**config.mk**
```make
export PLATFORM = sky130hd
export DESIGN_NAME = sha256_stream_hasher
export DESIGN_NICKNAME = d
export VERILOG_FILES = /design/src/rtl/sha_pkg.sv /design/src/rtl/sha256_stream_hasher.sv /design/src/rtl/sha_datapath.sv /design/src/rtl/sha_ctrl.sv
export SDC_FILE = /design/constraint.sdc
export NUM_CORES = 2
export LEC_CHECK = 0
export BUFFER_PORTS_ARGS = -buffer_cell sky130_fd_sc_hd__buf_2
export CAP_MARGIN = 20
export CORE_MARGIN = 2
export CORE_UTILIZATION = 25
export CTS_CLUSTER_SIZE = 10
export DETAILED_ROUTE_END_ITERATION = 8
export RECOVER_POWER = 100
export SLEW_MARGIN = 0
export SYNTH_ARGS = -nofsm -noshare
export SYNTH_HDL_FRONTEND = slang
export SYNTH_SLANG_ARGS = --single-unit
export TNS_END_PERCENT = 1
```
**constraint.sdc**
```tcl
create_clock -name clk -period 23.6 [get_ports clk]
set_clock_uncertainty 0.1 [all_clocks]
set_input_delay 1.18 -clock clk [delete_from_list [all_inputs] [get_ports clk]]
set_output_delay 1.18 -clock clk [all_outputs]
set_load 0.05 [all_outputs]
```
**src/rtl/sha_pkg.sv**
```systemverilog
`timescale 1ns / 1ps
package sha_pkg;

  localparam int RoundCount = 64;

  typedef enum logic [2:0] {
    ST_IDLE,
    ST_COMP,
    ST_PAD,
    ST_EMIT
  } sha_state_t;

  // controller -> datapath
  typedef struct packed {
    logic       load_byte;   // shift in byte into block
    logic       start_blk;   // load working vars from hash words
    logic       round_en;    // run one round
    logic       finish_blk;  // add working vars into hash words
    logic       pad_open;    // shift in 0x80
    logic       pad_len;     // shift in next bit length byte
    logic       pad_zero;    // shift in a zero byte
    logic       restart;     // back to initial values
  } sha_cmd_t;

  // datapath -> controller
  typedef struct packed {
    logic       blk_full;    // next byte shifted in completes the block
    logic       len_fits;    // next byte lands before the length field
  } sha_stat_t;

  localparam logic [31:0] InitH [8] = '{
    32'h6a09e667, 32'hbb67ae85, 32'h3c6ef372, 32'ha54ff53a,
    32'h510e527f, 32'h9b05688c, 32'h1f83d9ab, 32'h5be0cd19};

  localparam logic [31:0] RoundK [64] = '{
    32'h428a2f98, 32'h71374491, 32'hb5c0fbcf, 32'he9b5dba5, 32'h3956c25b, 32'h59f111f1,
    32'h923f82a4, 32'hab1c5ed5, 32'hd807aa98, 32'h12835b01, 32'h243185be, 32'h550c7dc3,
    32'h72be5d74, 32'h80deb1fe, 32'h9bdc06a7, 32'hc19bf174, 32'he49b69c1, 32'hefbe4786,
    32'h0fc19dc6, 32'h240ca1cc, 32'h2de92c6f, 32'h4a7484aa, 32'h5cb0a9dc, 32'h76f988da,
    32'h983e5152, 32'ha831c66d, 32'hb00327c8, 32'hbf597fc7, 32'hc6e00bf3, 32'hd5a79147,
    32'h06ca6351, 32'h14292967, 32'h27b70a85, 32'h2e1b2138, 32'h4d2c6dfc, 32'h53380d13,
    32'h650a7354, 32'h766a0abb, 32'h81c2c92e, 32'h92722c85, 32'ha2bfe8a1, 32'ha81a664b,
    32'hc24b8b70, 32'hc76c51a3, 32'hd192e819, 32'hd6990624, 32'hf40e3585, 32'h106aa070,
    32'h19a4c116, 32'h1e376c08, 32'h2748774c, 32'h34b0bcb5, 32'h391c0cb3, 32'h4ed8aa4a,
    32'h5b9cca4f, 32'h682e6ff3, 32'h748f82ee, 32'h78a5636f, 32'h84c87814, 32'h8cc70208,
    32'h90befffa, 32'ha4506ceb, 32'hbef9a3f7, 32'hc67178f2};

  localparam logic [7:0] PadByte = 8'h80;
  localparam logic [5:0] LenPos  = 6'd56;

endpackage

```
**src/rtl/sha256_stream_hasher.sv**
```systemverilog
`timescale 1ns / 1ps
// Channel | Ports                                            | Dir
// input   | in_valid, in_stall, in_data_byte, in_byte_present, in_message_end | in
// result  | out_valid, out_stall, out_digest_word, out_word_index, out_last_word | out
// While idle, one byte is taken per cycle; the byte that fills a block then runs a load,
// 64 rounds and an add on the single round unit, with in_stall high.
// Message end: one pad byte per cycle up to the end of the last block (one or
// two blocks), each padded block compressed, then 8 beats.
// rst_n is synchronous, active low; it restores the initial hash and zero count.
// While padding, compressing or emitting, in_stall is high; out_stall holds the word.
module sha256_stream_hasher (
  input  logic        clk,
  input  logic        rst_n,
  input  logic        in_valid,
  output logic        in_stall,
  input  logic [7:0]  in_data_byte,
  input  logic        in_byte_present,
  input  logic        in_message_end,
  output logic        out_valid,
  input  logic        out_stall,
  output logic [31:0] out_digest_word,
  output logic [2:0]  out_word_index,
  output logic        out_last_word
);
  import sha_pkg::*;

  sha_cmd_t  cmd;
  sha_stat_t stat;
  logic [5:0] round_idx;
  logic [2:0] word_sel;

  sha_ctrl u_ctrl (
    .clk, .rst_n, .in_valid, .in_byte_present, .in_message_end, .in_stall,
    .out_valid, .out_stall, .stat, .cmd, .round_idx, .word_sel);

  sha_datapath u_dp (
    .clk, .rst_n, .cmd, .in_byte(in_data_byte), .round_idx, .word_sel,
    .stat, .hash_word(out_digest_word));

  assign out_word_index = word_sel;
  assign out_last_word  = (word_sel == 3'd7);
endmodule

```
**src/rtl/sha_datapath.sv**
```systemverilog
`timescale 1ns / 1ps
module sha_datapath (
  input  logic              clk,
  input  logic              rst_n,
  input  sha_pkg::sha_cmd_t cmd,
  input  logic [7:0]        in_byte,
  input  logic [5:0]        round_idx,
  input  logic [2:0]        word_sel,
  output sha_pkg::sha_stat_t stat,
  output logic [31:0]       hash_word
);
  import sha_pkg::*;

  logic [63:0]  bits_r, bits_nxt;
  logic [31:0]  h_r [8];
  logic [31:0]  v_r [8];
  logic [31:0]  w_r [16];        // block bytes shift in here, then schedule window
  logic [5:0]   fill_r;          // bytes shifted into the current block
  logic         shift_en;
  logic [7:0]   shift_byte;
  logic [7:0]   len_byte;

  assign shift_en = cmd.load_byte | cmd.pad_open | cmd.pad_zero | cmd.pad_len;

  // big-endian length byte for block positions 56..63
  assign len_byte = 8'(bits_r >> {~fill_r[2:0], 3'b000});

  // byte entering the block
  always_comb begin
    priority if (cmd.load_byte) shift_byte = in_byte;
    else if (cmd.pad_open) shift_byte = PadByte;
    else if (cmd.pad_len) shift_byte = len_byte;
    else shift_byte = 8'h00;
  end

  // status
  always_comb begin
    stat.blk_full = (fill_r == 6'd63);
    stat.len_fits = (fill_r < LenPos);
  end

  assign hash_word = h_r[word_sel];

  // bit counter
  always_comb begin
    bits_nxt = bits_r;
    if (cmd.restart) bits_nxt = '0;
    else if (cmd.load_byte) bits_nxt = bits_r + 64'd8;
  end

  // schedule and round logic
  logic [31:0] wn, wcur, s0, s1, t1, t2, e, a;
  always_comb begin
    s0 = {w_r[1][6:0], w_r[1][31:7]} ^ {w_r[1][17:0], w_r[1][31:18]} ^ (w_r[1] >> 3);
    s1 = {w_r[14][16:0], w_r[14][31:17]} ^ {w_r[14][18:0], w_r[14][31:19]}
         ^ (w_r[14] >> 10);
    wn = s1 + w_r[9] + s0 + w_r[0];
    wcur = w_r[0];
    e = v_r[4];
    a = v_r[0];
    t1 = v_r[7] + ({e[5:0], e[31:6]} ^ {e[10:0], e[31:11]} ^ {e[24:0], e[31:25]})
         + ((e & v_r[5]) ^ (~e & v_r[6])) + RoundK[round_idx] + wcur;
    t2 = ({a[1:0], a[31:2]} ^ {a[12:0], a[31:13]} ^ {a[21:0], a[31:22]})
         + ((a & v_r[1]) ^ (a & v_r[2]) ^ (v_r[1] & v_r[2]));
  end

  // hash words, bit count and fill count
  always_ff @(posedge clk) begin
    if (!rst_n) begin
      bits_r <= '0;
      fill_r <= '0;
      for (int i = 0; i < 8; i++) h_r[i] <= InitH[i];
    end else begin
      bits_r <= bits_nxt;
      if (shift_en) fill_r <= fill_r + 6'd1;
      if (cmd.restart) begin
        for (int i = 0; i < 8; i++) h_r[i] <= InitH[i];
      end else if (cmd.finish_blk) begin
        for (int i = 0; i < 8; i++) h_r[i] <= h_r[i] + v_r[i];
      end
    end
  end

  // working vars
  always_ff @(posedge clk) begin
    if (cmd.start_blk) begin
      for (int i = 0; i < 8; i++) v_r[i] <= h_r[i];
    end else if (cmd.round_en) begin
      v_r[7] <= v_r[6]; v_r[6] <= v_r[5]; v_r[5] <= v_r[4]; v_r[4] <= v_r[3] + t1;
      v_r[3] <= v_r[2]; v_r[2] <= v_r[1]; v_r[1] <= v_r[0]; v_r[0] <= t1 + t2;
    end
  end

  // byte shift while filling, word shift while compressing
  always_ff @(posedge clk) begin
    if (shift_en) begin
      for (int i = 0; i < 15; i++) w_r[i] <= {w_r[i][23:0], w_r[i+1][31:24]};
      w_r[15] <= {w_r[15][23:0], shift_byte};
    end else if (cmd.round_en) begin
      for (int i = 0; i < 15; i++) w_r[i] <= w_r[i+1];
      w_r[15] <= wn;
    end
  end
endmodule

```
**src/rtl/sha_ctrl.sv**
```systemverilog
`timescale 1ns / 1ps
module sha_ctrl (
  input  logic               clk,
  input  logic               rst_n,
  input  logic               in_valid,
  input  logic               in_byte_present,
  input  logic               in_message_end,
  output logic               in_stall,
  output logic               out_valid,
  input  logic               out_stall,
  input  sha_pkg::sha_stat_t stat,
  output sha_pkg::sha_cmd_t  cmd,
  output logic [5:0]         round_idx,
  output logic [2:0]         word_sel
);
  import sha_pkg::*;

  sha_state_t st_r, st_nxt;
  logic [6:0] cnt_r, cnt_nxt;      // 0 = load cycle, 1..64 rounds, 65 = add
  logic       end_r, end_nxt;      // message end pending
  logic       fin_r, fin_nxt;      // current block is the final one
  logic       open_r, open_nxt;    // 0x80 already shifted in
  logic       hold_r, hold_nxt;    // length goes into the next block
  logic [2:0] wi_r, wi_nxt;

  assign round_idx = cnt_r[5:0] - 6'd1;
  assign word_sel  = wi_r;

  always_ff @(posedge clk) begin
    if (!rst_n) begin
      st_r <= ST_IDLE; cnt_r <= '0; end_r <= 1'b0; fin_r <= 1'b0; wi_r <= '0;
      open_r <= 1'b0; hold_r <= 1'b0;
    end else begin
      st_r <= st_nxt; cnt_r <= cnt_nxt; end_r <= end_nxt; fin_r <= fin_nxt; wi_r <= wi_nxt;
      open_r <= open_nxt; hold_r <= hold_nxt;
    end
  end

  always_comb begin
    st_nxt = st_r; cnt_nxt = cnt_r; end_nxt = end_r; fin_nxt = fin_r; wi_nxt = wi_r;
    open_nxt = open_r; hold_nxt = hold_r;
    cmd = '0;
    in_stall = 1'b1;
    out_valid = 1'b0;
    unique case (st_r)
      ST_IDLE: begin
        in_stall = 1'b0;
        if (in_valid) begin
          cmd.load_byte = in_byte_present;
          end_nxt = in_message_end;
          fin_nxt = 1'b0;
          open_nxt = 1'b0;
          hold_nxt = 1'b0;
          cnt_nxt = '0;
          if (in_byte_present && stat.blk_full) st_nxt = ST_COMP;
          else if (in_message_end) st_nxt = ST_PAD;
        end
      end
      ST_PAD: begin
        // one pad byte per cycle: 0x80, zeros, then the length field
        if (!open_r) begin
          cmd.pad_open = 1'b1;
          open_nxt = 1'b1;
          hold_nxt = !stat.len_fits;
        end else if (hold_r || stat.len_fits) begin
          cmd.pad_zero = 1'b1;
        end else begin
          cmd.pad_len = 1'b1;
        end
        if (stat.blk_full) begin
          fin_nxt = open_r && !hold_r;
          hold_nxt = 1'b0;
          cnt_nxt = '0;
          st_nxt = ST_COMP;
        end
      end
      ST_COMP: begin
        if (cnt_r == 7'd0) cmd.start_blk = 1'b1;
        else cmd.round_en = 1'b1;
        cnt_nxt = cnt_r + 7'd1;
        if (cnt_r == 7'(RoundCount + 1)) begin
          cmd.round_en = 1'b0;
          cmd.finish_blk = 1'b1;
          cnt_nxt = '0;
          if (fin_r) begin
            st_nxt = ST_EMIT; wi_nxt = '0;
          end else if (end_r) st_nxt = ST_PAD;
          else st_nxt = ST_IDLE;
        end
      end
      ST_EMIT: begin
        out_valid = 1'b1;
        if (!out_stall) begin
          wi_nxt = wi_r + 3'd1;
          if (wi_r == 3'd7) begin
            cmd.restart = 1'b1; end_nxt = 1'b0; st_nxt = ST_IDLE;
          end
        end
      end
      default: st_nxt = ST_IDLE;
    endcase
  end
endmodule

```
==> qor.yml <==
clk_path_buf_depth: 4
htreeDepth: 4
period_needed_ns: 15.71
hold_slack_ns: 0.4003
dp_hpwl_mm: 174.4
criticalPathCategory: "flop to flop"
ctsResizeCount: 0
antenna_found_initial: 10
tns_ns: 0
grtUsageMet2_pct: 24.68
end_kind: "flop"
gp_routability_congestion: 0.9324
final_common_cell: "edfxtp_1"
fp.dieH_um: 549.8
clk_latency_ns: 0.81
setup_viol: 0
worstHoldEndpoint: "u_ctrl.end_r"
holdBufCountCts: 0
vias_per_cell: 4.951
syn_area_mm2: 0.07448
core_area_mm2: 0.2965
avgSynthCellArea_um2: 10.81
place_inst: 10604
outcome: "finished with violations"
hold_path.startpoint: "u_ctrl.end_r"
startpoint_type: "flop"
cts_setup_buffers: 0
grt_max_degree: 211
grt_usage_pct: 15.17
synth-seq-cells: 1110
ant_nets: 0
rows: 200
netlist_instances: 6891
drt_iter0_drc: 5080
met3_usage_pct: 2.150
reg2reg_to: "u_dp.v_r[1][114]"
fmax_mhz: 63.65
cts.reportedPaths.clkPinSlew_ns: 0.06
die_area_mm2: 0.3023
synth_top_area_share_pct: 40.00
grt_overflow: 0
detailedRoute.firstPassIterationCount: 6
r2r_slack_ns: 7.89
grt_pass1_vias: 52844
worst_hold_path_type: "flop to flop"
syn2layout_area_growth_pct: 11.44
synth-edff-count: 992
wl_per_cell_um: 21.72
vias: 53681
grt.busiest_layer: "met2"
clkSinkCount: 1110
grt_pass1_wl_mm: 349.3
port_buffers: 51
final_cell_mix: "edfxtp_1 (992), nand2_1 (981), mux2_2 (542)"
use_met1_pct: 20.55
grt_setup_unrepaired: "no"
cts_buffers: 147
syn_nets: 7494
yosysWarnings: 0
ys.flop_type: "edfxtp_1"
worstPathMaxFanout: 187
synthArstFlopShare_pct: 0
final_util_pct: 27.99
drive_gt1_share_pct: 13.41
final_cells: 10842
synth_area_leaders: "edfxtp_1 (40%), mux2_2 (8.2%), ha_1 (6.6%), fa_1 (5.2%), nand2_1 (4.9%)"
critPathArrivalTime_ns: 16.14
fin_crit_sh_pct: 66.57
start_util_pct: 25.12
io_pins: 52
drv_cap: 29
drc_errors: 0
final_max_slew_viol_count: 2036
ys_seq_area_share_pct: 43.17
holdPathStages: 2
die_w_um: 549.8
cp.required_ns: 24.03
synth_cell_types: 103
r2r_cells: 10
finalHoldViolations: 0
r2r_start: "u_ctrl.cnt_r[1]"
root_buffer: "clkbuf_16"
violations: "capacitance limit, slew limit"
max_slew_margin_pct: -616.9
yosysTopAreaCell: "edfxtp_1"
drt_wl_total_mm: 235.5
cts_tree: "yes"
final_nets: 7417
worstMarginPinSlew_ns: 10.75
-- through the flow --
stage / worst slack [ns] / cell area, um^2
after detailed placement: 11.90 / 79000
after floorplan: 5.434 / 74480
final: 7.889 / 83000
after global routing: 6.702 / 82990
after global placement: 11.83 / 78990
after CTS: 11.84 / 83230
-- kinds of logic after synthesis --
group	Yosys count	share of synthesized area [%]
buf+inv	644	3.348
simple gates	1854	10.82
flops	1110	43.17
mux	669	11.23
fa+ha+maj	613	12.18
xor+xnor	643	7.571
compound gates	1358	11.68
-- synthesized netlist by cell type (52+ instances only) --
cell type and n:
o21ai_0 329, nand2_1 981, a21oi_1 374, edfxtp_1 992
xor2_1 248, fa_1 195, mux2_2 544, buf_2 61
nor2_1 388, nor3_1 75, nand3_1 100, o21bai_1 52
ha_1 394, clkbuf_1 250, inv_1 295, dfxtp_1 118
mux4_2 79, nand2b_1 70, a21o_1 178, xnor2_1 394
-- area by class of cell --
| type | count | area (um^2) |
|---|---|---|
| Antenna cell | 3 | 7.507 |
| Tap cell | 3939 | 4928 |
| Sequential cell | 1110 | 32160 |
| Fill cell | 30687 | 213500 |
| Clock inverter | 30 | 236.5 |
| Multi-Input combinational cell | 5137 | 39910 |
| Inverter | 301 | 1132 |
| Timing Repair Buffer | 117 | 623.1 |
| Clock buffer | 205 | 4000 |
-- worst max path at each step --
stage | from | to | slack [ns] | cells after the start
6_report | u_ctrl.cnt_r[1] | u_dp.v_r[1][114] | 7.89 | 10
5_1_grt | u_ctrl.cnt_r[1] | u_dp.w_r[0][375] | 6.70 | 8
4_1_cts | u_ctrl.cnt_r[1] | u_dp.v_r[0][31] | 11.84 | 40
3_5_place_dp | u_ctrl.cnt_r[1] | u_dp.v_r[0][31] | 11.90 | 40
3_3_place_gp | u_ctrl.cnt_r[1] | u_dp.v_r[0][31] | 11.83 | 40
2_1_floorplan | u_ctrl.cnt_r[1] | u_ctrl.cnt_r[0] | 5.43 | 7
-- critical path, cell delays in order, from the launching register on --
cell and delay, ns:
dfxtp_1 0.29, clkbuf_1 0.71, inv_1 0.75, ha_1 0.74
mux2i_1 0.17, o41ai_1 0.66, clkbuf_1 6.81, clkbuf_1 2.73
buf_12 0.65, buf_4 0.86, mux2_2 0.42
-- routing by layer --
layer | share of wire, % | up-vias
met3 | 5.9 | 349
met2 | 46 | 1732
li1 | - | 24605
met1 | 44 | 26995
met4 | 3.7 | 0
met5 | 0 | -
-- state kept, by name (all words and copies together), names as in the netlist, named ones only --
| name | flops |
|---|---|
| u_ctrl.open_r | 1 |
| u_dp.h_r | 256 |
| u_ctrl.cnt_r | 7 |
| u_ctrl.word_sel | 3 |
| u_dp.fill_r | 6 |
| u_dp.v_r | 256 |
| u_ctrl.end_r | 1 |
| u_ctrl.hold_r | 1 |
| u_dp.bits_r | 61 |
| u_dp.w_r | 512 |
| u_ctrl.fin_r | 1 |
| u_ctrl.st_r | 2 |
Power is not shown: default switching activity piles up to over one toggle a cycle in this logic, so the estimate is an artifact.
